File: src/hw/rtl/crv_pkg.sv
package crv_pkg;

   localparam int unsigned DataWidth     = 32;
   localparam int unsigned MaxIterations = 28;
   localparam int unsigned StepWidth     = 5;
   localparam int unsigned CsrAddrWidth  = 3;
   localparam int unsigned CsrDataWidth  = 32;

   // register indexes
   localparam logic [0:0] REG_ITERATION_COUNT = 1'b0;

   localparam logic [StepWidth-1:0] IterationCountReset = StepWidth'(MaxIterations);

   // operation codes
   localparam logic OP_ROTATE = 1'b0;
   localparam logic OP_VECTOR = 1'b1;

   typedef logic signed [DataWidth-1:0] data_type;
   typedef logic [StepWidth-1:0]        step_type;

   typedef enum logic [1:0] {
      ST_IDLE,
      ST_RUN,
      ST_DONE
   } crv_state_type;

   // atan(2^-i) in Q3.28, rounded to nearest
   function automatic data_type atan_lookup(input step_type idx);
      data_type val;
      case (idx)
         5'd0:    val = 32'sd210828714;
         5'd1:    val = 32'sd124459457;
         5'd2:    val = 32'sd65760959;
         5'd3:    val = 32'sd33381290;
         5'd4:    val = 32'sd16755422;
         5'd5:    val = 32'sd8385879;
         5'd6:    val = 32'sd4193963;
         5'd7:    val = 32'sd2097109;
         5'd8:    val = 32'sd1048571;
         5'd9:    val = 32'sd524287;
         5'd10:   val = 32'sd262144;
         5'd11:   val = 32'sd131072;
         5'd12:   val = 32'sd65536;
         5'd13:   val = 32'sd32768;
         5'd14:   val = 32'sd16384;
         5'd15:   val = 32'sd8192;
         5'd16:   val = 32'sd4096;
         5'd17:   val = 32'sd2048;
         5'd18:   val = 32'sd1024;
         5'd19:   val = 32'sd512;
         5'd20:   val = 32'sd256;
         5'd21:   val = 32'sd128;
         5'd22:   val = 32'sd64;
         5'd23:   val = 32'sd32;
         5'd24:   val = 32'sd16;
         5'd25:   val = 32'sd8;
         5'd26:   val = 32'sd4;
         5'd27:   val = 32'sd2;
         default: val = '0;
      endcase
      return val;
   endfunction

   // add or subtract with clamping to the signed range
   function automatic data_type sat_addsub(input data_type a, input data_type b,
                                           input logic do_sub);
      logic signed [DataWidth:0] sum;
      data_type                  res;
      if (do_sub) begin
         sum = {a[DataWidth-1], a} - {b[DataWidth-1], b};
      end else begin
         sum = {a[DataWidth-1], a} + {b[DataWidth-1], b};
      end
      if (sum[DataWidth] != sum[DataWidth-1]) begin
         res = sum[DataWidth] ? {1'b1, {(DataWidth-1){1'b0}}}
                              : {1'b0, {(DataWidth-1){1'b1}}};
      end else begin
         res = sum[DataWidth-1:0];
      end
      return res;
   endfunction

endpackage

File: src/hw/rtl/crv_req_if.sv
interface crv_req_if
   import crv_pkg::*;
();
   logic     valid;
   logic     ready;
   logic     operation;
   data_type x_in;
   data_type y_in;
   data_type z_in;

   modport source (output valid, output operation, output x_in, output y_in, output z_in,
                   input ready);
   modport sink (input valid, input operation, input x_in, input y_in, input z_in,
                 output ready);
endinterface

File: src/hw/rtl/crv_rsp_if.sv
interface crv_rsp_if
   import crv_pkg::*;
();
   logic     valid;
   logic     ready;
   data_type x_out;
   data_type y_out;
   data_type z_out;

   modport source (output valid, output x_out, output y_out, output z_out, input ready);
   modport sink (input valid, input x_out, input y_out, input z_out, output ready);
endinterface

File: src/hw/rtl/circular_cordic_rotate_vector.sv
// the result becomes valid once n micro-rotations are done, n = min(iteration_count, 28)
// one vector at a time passes through the single shared
// shift/add unit that performs one micro-rotation per cycle
// the block takes no new vector until the result transfer completes
// reset (synchronous, active high) returns to idle and sets iteration_count to 28
module circular_cordic_rotate_vector
   import crv_pkg::*;
(
   input  logic                    clock,
   input  logic                    reset,
   crv_req_if.sink                 req,
   crv_rsp_if.source               rsp,
   input  logic                    csr_psel,
   input  logic                    csr_penable,
   input  logic                    csr_pwrite,
   input  logic [CsrAddrWidth-1:0] csr_paddr,
   input  logic [CsrDataWidth-1:0] csr_pwdata,
   output logic [CsrDataWidth-1:0] csr_prdata,
   output logic                    csr_pready
);

   crv_state_type state_ff, state_in;
   step_type      iter_cnt_ff, iter_cnt_in;
   step_type      step_ff, step_in;
   step_type      limit_ff, limit_in;
   logic          mode_ff, mode_in;
   data_type      acc_x_ff, acc_x_in;
   data_type      acc_y_ff, acc_y_in;
   data_type      acc_z_ff, acc_z_in;

   logic          req_xfer;
   logic          rsp_xfer;
   logic          csr_write;
   logic          ccw;
   data_type      x_shift;
   data_type      y_shift;
   step_type      cnt_clamped;

   assign req_xfer  = req.valid && req.ready;
   assign rsp_xfer  = rsp.valid && rsp.ready;
   assign csr_write = csr_psel && csr_penable && csr_pwrite && csr_pready;

   // configuration register
   assign csr_pready = 1'b1;
   assign csr_prdata = (csr_paddr[CsrAddrWidth-1] == REG_ITERATION_COUNT)
                       ? {{(CsrDataWidth-StepWidth){1'b0}}, iter_cnt_ff} : '0;

   always_comb begin
      iter_cnt_in = iter_cnt_ff;
      if (csr_write && (csr_paddr[CsrAddrWidth-1] == REG_ITERATION_COUNT)) begin
         iter_cnt_in = csr_pwdata[StepWidth-1:0];
      end
   end

   assign cnt_clamped = (iter_cnt_ff > step_type'(MaxIterations))
                        ? step_type'(MaxIterations) : iter_cnt_ff;

   // next state
   always_comb begin
      state_in = state_ff;
      unique case (state_ff)
         ST_IDLE: begin
            if (req_xfer) state_in = ST_RUN;
         end
         ST_RUN: begin
            if (step_ff == limit_ff) state_in = ST_DONE;
         end
         ST_DONE: begin
            if (rsp_xfer) state_in = ST_IDLE;
         end
         default: state_in = ST_IDLE;
      endcase
   end

   // handshake outputs
   always_comb begin
      req.ready = 1'b0;
      rsp.valid = 1'b0;
      unique case (state_ff)
         ST_IDLE: req.ready = 1'b1;
         ST_DONE: rsp.valid = 1'b1;
         default: begin
            req.ready = 1'b0;
            rsp.valid = 1'b0;
         end
      endcase
   end

   assign rsp.x_out = acc_x_ff;
   assign rsp.y_out = acc_y_ff;
   assign rsp.z_out = acc_z_ff;

   // shared shift/add unit, one micro-rotation per cycle
   assign x_shift = acc_x_ff >>> step_ff;
   assign y_shift = acc_y_ff >>> step_ff;
   assign ccw     = (mode_ff == OP_VECTOR) ? acc_y_ff[DataWidth-1] : !acc_z_ff[DataWidth-1];

   always_comb begin
      acc_x_in = acc_x_ff;
      acc_y_in = acc_y_ff;
      acc_z_in = acc_z_ff;
      step_in  = step_ff;
      limit_in = limit_ff;
      mode_in  = mode_ff;
      if (req_xfer) begin
         acc_x_in = req.x_in;
         acc_y_in = req.y_in;
         acc_z_in = req.z_in;
         mode_in  = req.operation;
         step_in  = '0;
         limit_in = cnt_clamped;
      end else if ((state_ff == ST_RUN) && (step_ff != limit_ff)) begin
         acc_x_in = sat_addsub(acc_x_ff, y_shift, ccw);
         acc_y_in = sat_addsub(acc_y_ff, x_shift, !ccw);
         acc_z_in = sat_addsub(acc_z_ff, atan_lookup(step_ff), ccw);
         step_in  = step_ff + step_type'(1);
      end
   end

   // control registers
   always_ff @(posedge clock) begin
      if (reset) begin
         state_ff    <= ST_IDLE;
         iter_cnt_ff <= IterationCountReset;
      end else begin
         state_ff    <= state_in;
         iter_cnt_ff <= iter_cnt_in;
      end
   end

   // datapath registers
   always_ff @(posedge clock) begin
      acc_x_ff <= acc_x_in;
      acc_y_ff <= acc_y_in;
      acc_z_ff <= acc_z_in;
      step_ff  <= step_in;
      limit_ff <= limit_in;
      mode_ff  <= mode_in;
   end

endmodule

File: src/flat_wrapper.sv
// flat-port wrapper written by rule: the top's interface ports become plain ports
module circular_cordic_rotate_vector_flat import crv_pkg::*;
  (clock, reset, csr_psel, csr_penable, csr_pwrite, csr_paddr, csr_pwdata, csr_prdata, csr_pready, req_valid, req_operation, req_x_in, req_y_in, req_z_in, req_ready, rsp_valid, rsp_x_out, rsp_y_out, rsp_z_out, rsp_ready);
  crv_req_if req_i ();
  crv_rsp_if rsp_i ();
  input  logic clock;
  input  logic reset;
  input  logic csr_psel;
  input  logic csr_penable;
  input  logic csr_pwrite;
  input  logic [CsrAddrWidth-1:0] csr_paddr;
  input  logic [CsrDataWidth-1:0] csr_pwdata;
  output logic [CsrDataWidth-1:0] csr_prdata;
  output logic csr_pready;
  input wire logic [$bits(req_i.valid)-1:0] req_valid;
  input wire logic [$bits(req_i.operation)-1:0] req_operation;
  input wire logic [$bits(req_i.x_in)-1:0] req_x_in;
  input wire logic [$bits(req_i.y_in)-1:0] req_y_in;
  input wire logic [$bits(req_i.z_in)-1:0] req_z_in;
  output wire logic [$bits(req_i.ready)-1:0] req_ready;
  output wire logic [$bits(rsp_i.valid)-1:0] rsp_valid;
  output wire logic [$bits(rsp_i.x_out)-1:0] rsp_x_out;
  output wire logic [$bits(rsp_i.y_out)-1:0] rsp_y_out;
  output wire logic [$bits(rsp_i.z_out)-1:0] rsp_z_out;
  input wire logic [$bits(rsp_i.ready)-1:0] rsp_ready;
  assign req_i.valid = req_valid;
  assign req_i.operation = req_operation;
  assign req_i.x_in = req_x_in;
  assign req_i.y_in = req_y_in;
  assign req_i.z_in = req_z_in;
  assign req_ready = req_i.ready;
  assign rsp_valid = rsp_i.valid;
  assign rsp_x_out = rsp_i.x_out;
  assign rsp_y_out = rsp_i.y_out;
  assign rsp_z_out = rsp_i.z_out;
  assign rsp_i.ready = rsp_ready;
  circular_cordic_rotate_vector u_core (.clock(clock), .reset(reset), .req(req_i), .rsp(rsp_i), .csr_psel(csr_psel), .csr_penable(csr_penable), .csr_pwrite(csr_pwrite), .csr_paddr(csr_paddr), .csr_pwdata(csr_pwdata), .csr_prdata(csr_prdata), .csr_pready(csr_pready));
endmodule
File: config.mk
export PLATFORM = sky130hd
export DESIGN_NAME = circular_cordic_rotate_vector_flat
export DESIGN_NICKNAME = d
export VERILOG_FILES = /design/src/hw/rtl/crv_pkg.sv /design/src/hw/rtl/crv_req_if.sv /design/src/hw/rtl/crv_rsp_if.sv /design/src/hw/rtl/circular_cordic_rotate_vector.sv /design/src/flat_wrapper.sv
export SDC_FILE = /design/constraint.sdc
export NUM_CORES = 1
export LEC_CHECK = 0
export ABC_AREA = 0
export BUFFER_PORTS_ARGS = -buffer_cell sky130_fd_sc_hd__buf_2
export CORE_MARGIN = 5
export CORE_UTILIZATION = 37
export DETAILED_ROUTE_END_ITERATION = 10
export HOLD_SLACK_MARGIN = 0.1
export SYNTH_ARGS = -nofsm -noshare
export SYNTH_HDL_FRONTEND = slang
export SYNTH_SLANG_ARGS = --single-unit
File: constraint.sdc
create_clock -name clock -period 18 [get_ports clock]
set_input_delay 2.7 -clock clock [delete_from_list [all_inputs] [get_ports clock]]
set_output_delay 2.7 -clock clock [all_outputs]
set_load 0.005 [all_outputs]
Yosys cells after proc, flatten, opt, wreduce, memory -nomap -nowiden --
Memories as Yosys holds them, arrays and structs flattened. A register that Yosys moved wholly into a read port is not among the register bits. Index checks and enable logic that the tools add are counted.
Word-level totals: bits in registers 114, output and inout bits 131, logic and storage cells 73, ROM bits 896, latch bits 0, RAM bits 0, memories kept 1, input bits 139
Cells by class: reductions and logical operators 10, $mul 0, muxes and demuxes 33, shifts and indexed selects 2, order comparisons 1, equality and inequality tests 10, bitwise gates (word level) 1, add/subtract/negate cells 7, divide/modulo/power cells 0
Memory list:
- (no name shown) | depth 32, bits a word 28, read ports 1, clocked after Yosys merged registers in 1, write ports 0, RTL line crv_pkg.sv:30 | case (idx)
Operators with widths (count):
- $mux 32 | 14
- $mux 33 | 9
- $add 32x32->33 | 3
- $sub 32x32->33 | 3
- $sshr 32x5->32 | 2
- $mux 5 | 3
- $logic_and 1x1->1 | 6
- $mux 2 | 3
- $ne 2x1->1 const B | 3
- $pmux 2 s3 | 1
- $add 5x1->5 const B | 1
- $eq 5x5->1 | 1
- $gt 5x5->1 const B | 1
- $ne 5x5->1 | 1
- $mux 1 | 3
- $ne 1x1->1 | 3
- $reduce_and 3->1 | 1
- $eq 2x1->1 const B | 1
- $eq 2x2->1 const B | 1
- $logic_not 2->1 | 1
- $reduce_bool 2->1 | 1
- $logic_not 1->1 | 1
- $not 1->1 | 1

Depth between registers and ports, before layout --
word-level depth 12, gate-level depth with buffers 32, gate-level depth less buffers 25

Worst setup path before layout --
No wires, ideal clock.
path kind register to register, start register u_core.step_ff[0], end register u_core.acc_y_ff[27] (netlist: u_core.rsp.y_out[27]) (data pin), stages on the path, launching flop included 32, library setup time 0.261 ns, buffers on the path 7, required time 17.739 ns, period minus slack after synthesis 6.621 ns, slack 11.379 ns, data arrival time 6.360 ns, cell sequence dfxtp_1 -> buf_6 -> buf_6 -> buf_4 -> buf_4 -> buf_4 -> buf_2 -> mux4_2 -> nand2_1 -> nand3_1 -> o211ai_1 -> nand2_1 -> inv_1 -> ha_1 -> inv_1 -> or2_1 -> nor4_4 -> nand4b_1 -> or2_1 -> o21ai_0 -> xnor2_1 -> ha_1 -> a21o_1 -> a21o_1 -> a21o_1 -> a221oi_1 -> o211ai_1 -> xnor2_1 -> xnor2_4 -> buf_6 -> a21oi_1 -> a221o_1
On the way: word-level cells in the longest chain between the ends 9, elaborated cells on any way between the ends 11, classes of those cells 2 x add/sub; 1 x eq/ne; 1 x shift; 7 x mux
Ends and longest elaborated chain:
- start, declared | RTL line circular_cordic_rotate_vector.sv:24 | step_type step_ff, step_in;
- start signal, assigned | RTL line circular_cordic_rotate_vector.sv:136 | step_ff <= step_in;
- $sshr 32x5->32 (*) | RTL line circular_cordic_rotate_vector.sv:94 | assign x_shift = acc_x_ff >>> step_ff;
- $sub 32x32->33 / $add 32x32->33 (equally long branches) | RTL line crv_pkg.sv:70, crv_pkg.sv:72
- $mux 33 (*) | RTL line crv_pkg.sv:69 | if (do_sub) begin
- $mux 33 (*) | RTL line circular_cordic_rotate_vector.sv:112 | end else if ((state_ff == ST_RUN) && (step_ff != limit_ff)) begin
- $mux 33 (*) | RTL line circular_cordic_rotate_vector.sv:105 | if (req_xfer) begin
- $mux 32 / $ne 1x1->1 (equally long branches) | RTL line crv_pkg.sv:75, crv_pkg.sv:74
- $mux 32 (*) | RTL line crv_pkg.sv:74 | if (sum[DataWidth] != sum[DataWidth-1]) begin
- $mux 32 (*) | RTL line circular_cordic_rotate_vector.sv:112
- $mux 32 (*) | RTL line circular_cordic_rotate_vector.sv:105
- net u_core.acc_y_in[27] | RTL line circular_cordic_rotate_vector.sv:28 | data_type acc_y_ff, acc_y_in;
- end signal, assigned | RTL line circular_cordic_rotate_vector.sv:134 | acc_y_ff <= acc_y_in;
- end, declared | RTL line circular_cordic_rotate_vector.sv:28
The timed path passes the listed nets; every way through them passes the cells marked *. The select of a mux whose other input is x is not followed. A chain may end at the register's enable or synchronous reset.

Worst setup path after layout --
start register u_core.step_ff[1], end register u_core.acc_x_ff[16] (netlist: u_core.rsp.x_out[16]) (data pin)
On the way: word-level cells in the longest chain between the ends 9, elaborated cells on any way between the ends 11, classes of those cells 2 x add/sub; 1 x eq/ne; 1 x shift; 7 x mux
Ends and longest elaborated chain:
- $sshr 32x5->32 (*) | RTL line circular_cordic_rotate_vector.sv:95 | assign y_shift = acc_y_ff >>> step_ff;
- $add 32x32->33 / $sub 32x32->33 (equally long branches) | RTL line crv_pkg.sv:72, crv_pkg.sv:70
- $mux 33 (*) | RTL line crv_pkg.sv:69
- $mux 33 (*) | RTL line circular_cordic_rotate_vector.sv:112
- $mux 33 (*) | RTL line circular_cordic_rotate_vector.sv:105
- $mux 32 / $ne 1x1->1 (equally long branches) | RTL line crv_pkg.sv:75, crv_pkg.sv:74
- $mux 32 (*) | RTL line crv_pkg.sv:74
- $mux 32 (*) | RTL line circular_cordic_rotate_vector.sv:112
- $mux 32 (*) | RTL line circular_cordic_rotate_vector.sv:105
- net u_core.acc_x_in[16] | RTL line circular_cordic_rotate_vector.sv:27 | data_type acc_x_ff, acc_x_in;
- end signal, assigned | RTL line circular_cordic_rotate_vector.sv:133 | acc_x_ff <= acc_x_in;
- end, declared | RTL line circular_cordic_rotate_vector.sv:27
Marked as above.

==> flow_summary.yaml <==
outcome:
  status: "finished, final reports clean"
synth:
  synth_cells: 2201
  synth-edff-count: 102
  synthFlopType: "edfxtp_1"
  synth_area_mm2: 0.01852
  async_flop_share_pct: 0
  ys_seq_area_share_pct: 20.86
  synth_warnings: 0
  synth.distinct_cells: 104
  avgSynthCellArea_um2: 8.414
  ys_ff_latch: 142
timing:
  hold_viol_final: 0
  rsz0062_at_grt: "no"
  finalCriticalPeriod_ns: 8.647
  max_freq_ghz: 0.1156
  drv_slew: 0
  finalSetupTns_ns: 0
  timing.hold.ws_ns: 0.5058
  setup_viol: 0
  relSlewSlack_pct: 21.50
  worst_pin_slew_ns: 1.175
  fin_skew_ns: 0.01817
  fin_crit_sh_pct: 48.04
clocking:
  clk_pin_slew_worst_paths_ns: 0.06
  numCtsBuffers: 17
  clkLatencyLatePin_ns: 0.48
  cts-resized-gates: 0
  root_buffer: "clkbuf_16"
  numClockSinks: 142
  cts_setup_buffers: 0
  ctsHoldBuffers: 0
  clk_path_buf_depth: 2
  cts_tree: "yes"
  htree_levels: 4
finish:
  nets: 2566
  final_cell_mix: "a21oi_1, buf_2, nor2_1, nand2_1, o21ai_0"
  layout_commonest_cell: "a21oi_1"
  design_area_mm2: 0.02039
  drive_above_1_share_pct: 18.38
  fin_util_pct: 40.90
  diodes: 0
  layout-area-overhead-vs-synth_pct: 10.11
global_routing:
  grt_use_total_pct: 23.20
  antenna_found_initial: 1
  grt_pass1_vias: 17180
  grt.overflow.total: 0
  grt_max_degree: 66
  grt_pass1_wl_mm: 99.55
routing:
  drc: 0
  routedWlPerCell_um: 21.80
  postRouteAntennaNets: 0
  drt-pass1-iter-count: 7
  wirelength_mm: 65.41
  vias: 17860
  drt_iter0_drc: 1543
  routed_via_density: 5.954
hold_path:
  hp-class: "reg -> reg"
  holdPathStages: 0
place:
  port_buffers: 212
  hpwlAfterDp_mm: 48.86
  dpl_cell_area_mm2: 0.01982
  place_congestion: 0.9614
die:
  die-area_mm2: 0.05463
  coreArea_mm2: 0.04986
  initial_utilization_pct: 37.14
  die_w_um: 233.7
  rows: 82
  io_pins: 270
  die_h_um: 233.7
setup_path:
  crit_path_max_fanout: 65
  endpoint_kind: "flip-flop"
  path_class: "reg -> reg"
  critPathLaunchType: "flip-flop"
  rr_worst_depth: 22
  crit_required_ns: 18.20
  arrival_ns: 8.85
flow_run:
  maxCapViolations: 0
metal layers:
metal	vias up	part of all wire (%)	global-route usage, %
met5	-	0	0
met4	0	3.2	8.185
met3	103	6.9	4.153
met2	740	48	39.06
met1	8558	42	30.03
li1	8461	-	-
logic make-up (layout without fill, tap and decap cells):
kind of cell / after synthesis / in the layout / share of synthesized area (%)
compound gates: 737 / 737 / 24.90
simple gates: 601 / 601 / 15.74
buf+inv: 228 / 329 / 6.384
mux: 185 / 185 / 14.87
xor+xnor: 178 / 178 / 8.648
flops: 142 / 142 / 20.86
fa+ha+maj: 128 / 128 / 8.553
other cells: 2 / 28 / 0.04055
final timing paths:
kind	from	end	slack, ns
hold / removal	u_core.iter_cnt_ff[4]	u_core.limit_ff[4]	0.51
setup / recovery	u_core.step_ff[1]	u_core.rsp.x_out[16]	9.35
setup reg to reg	u_core.step_ff[1]	u_core.rsp.x_out[16]	9.35
hold reg to reg	u_core.iter_cnt_ff[4]	u_core.limit_ff[4]	0.51
metrics by stage:
stage               instances  setup WS, ns
global route             3000         8.864
floorplan                2227         11.38
global placement         2968         9.592
CTS                      3000         9.486
finish                   3000         9.353
detailed placement       2968         9.499
cells in the mapped netlist, drive strengths merged (6+ instances only):
library cell / number / share of area, %
nor4: 12 / 0.52
buf: 94 / 3.7
o21a: 17 / 0.69
o31ai: 17 / 0.69
a221oi: 18 / 0.85
a221o: 6 / 0.32
a22oi: 13 / 0.55
and2: 18 / 0.61
nand4: 19 / 0.64
nand3: 48 / 1.3
dfxtp: 40 / 4.3
a21o: 60 / 2.4
nor2b: 25 / 0.84
a21oi: 248 / 6.7
or3: 20 / 0.68
nand2: 160 / 3.2
nor2: 182 / 3.7
nand2b: 21 / 0.71
maj3: 16 / 0.86
o211ai: 18 / 0.76
or2: 15 / 0.51
nor3: 39 / 1.2
mux2i: 76 / 4.1
o21bai: 18 / 0.73
and3: 15 / 0.51
mux2: 41 / 2.5
o22ai: 7 / 0.24
edfxtp: 102 / 17
nand4b: 7 / 0.41
o21ai: 193 / 5.2
ha: 109 / 7.4
o221ai: 9 / 0.43
a211oi: 20 / 0.91
clkbuf: 77 / 1.6
inv: 55 / 1.1
xor2: 74 / 3.5
a31oi: 26 / 0.96
mux4: 68 / 8.3
a21boi: 6 / 0.24
xnor2: 103 / 5.0
final cells by class:
class                      count  area, µm²
clock buffer                  22      485.5
clock inverter                10      85.08
fill                        5165      29470
inverter                      57      215.2
multi-input combinational   1857      13620
sequential                   142       3877
tap                          672      840.8
timing repair buffer         240       1271
critical path, cell delays in order, from the launching register on:
cell,delay (ns)
dfxtp_4,0.78
buf_4,0.79
mux4_2,0.60
mux2_2,0.33
mux2i_1,0.38
mux2_2,0.29
ha_1,0.19
or3b_1,0.50
nor4_1,0.52
nor2_1,0.10
xor2_1,0.19
ha_1,0.40
nand3_1,0.13
nor2_1,0.24
nand3_1,0.10
o21ai_0,0.53
a21oi_1,0.25
o21ai_0,0.23
a21oi_1,0.12
xor3_2,0.56
buf_4,0.30
a21oi_2,0.60
a21oi_1,0.15
Power is left out: the tool's default activity adds up to more than one toggle a clock period on the data nets, which glitch-free logic cannot reach.
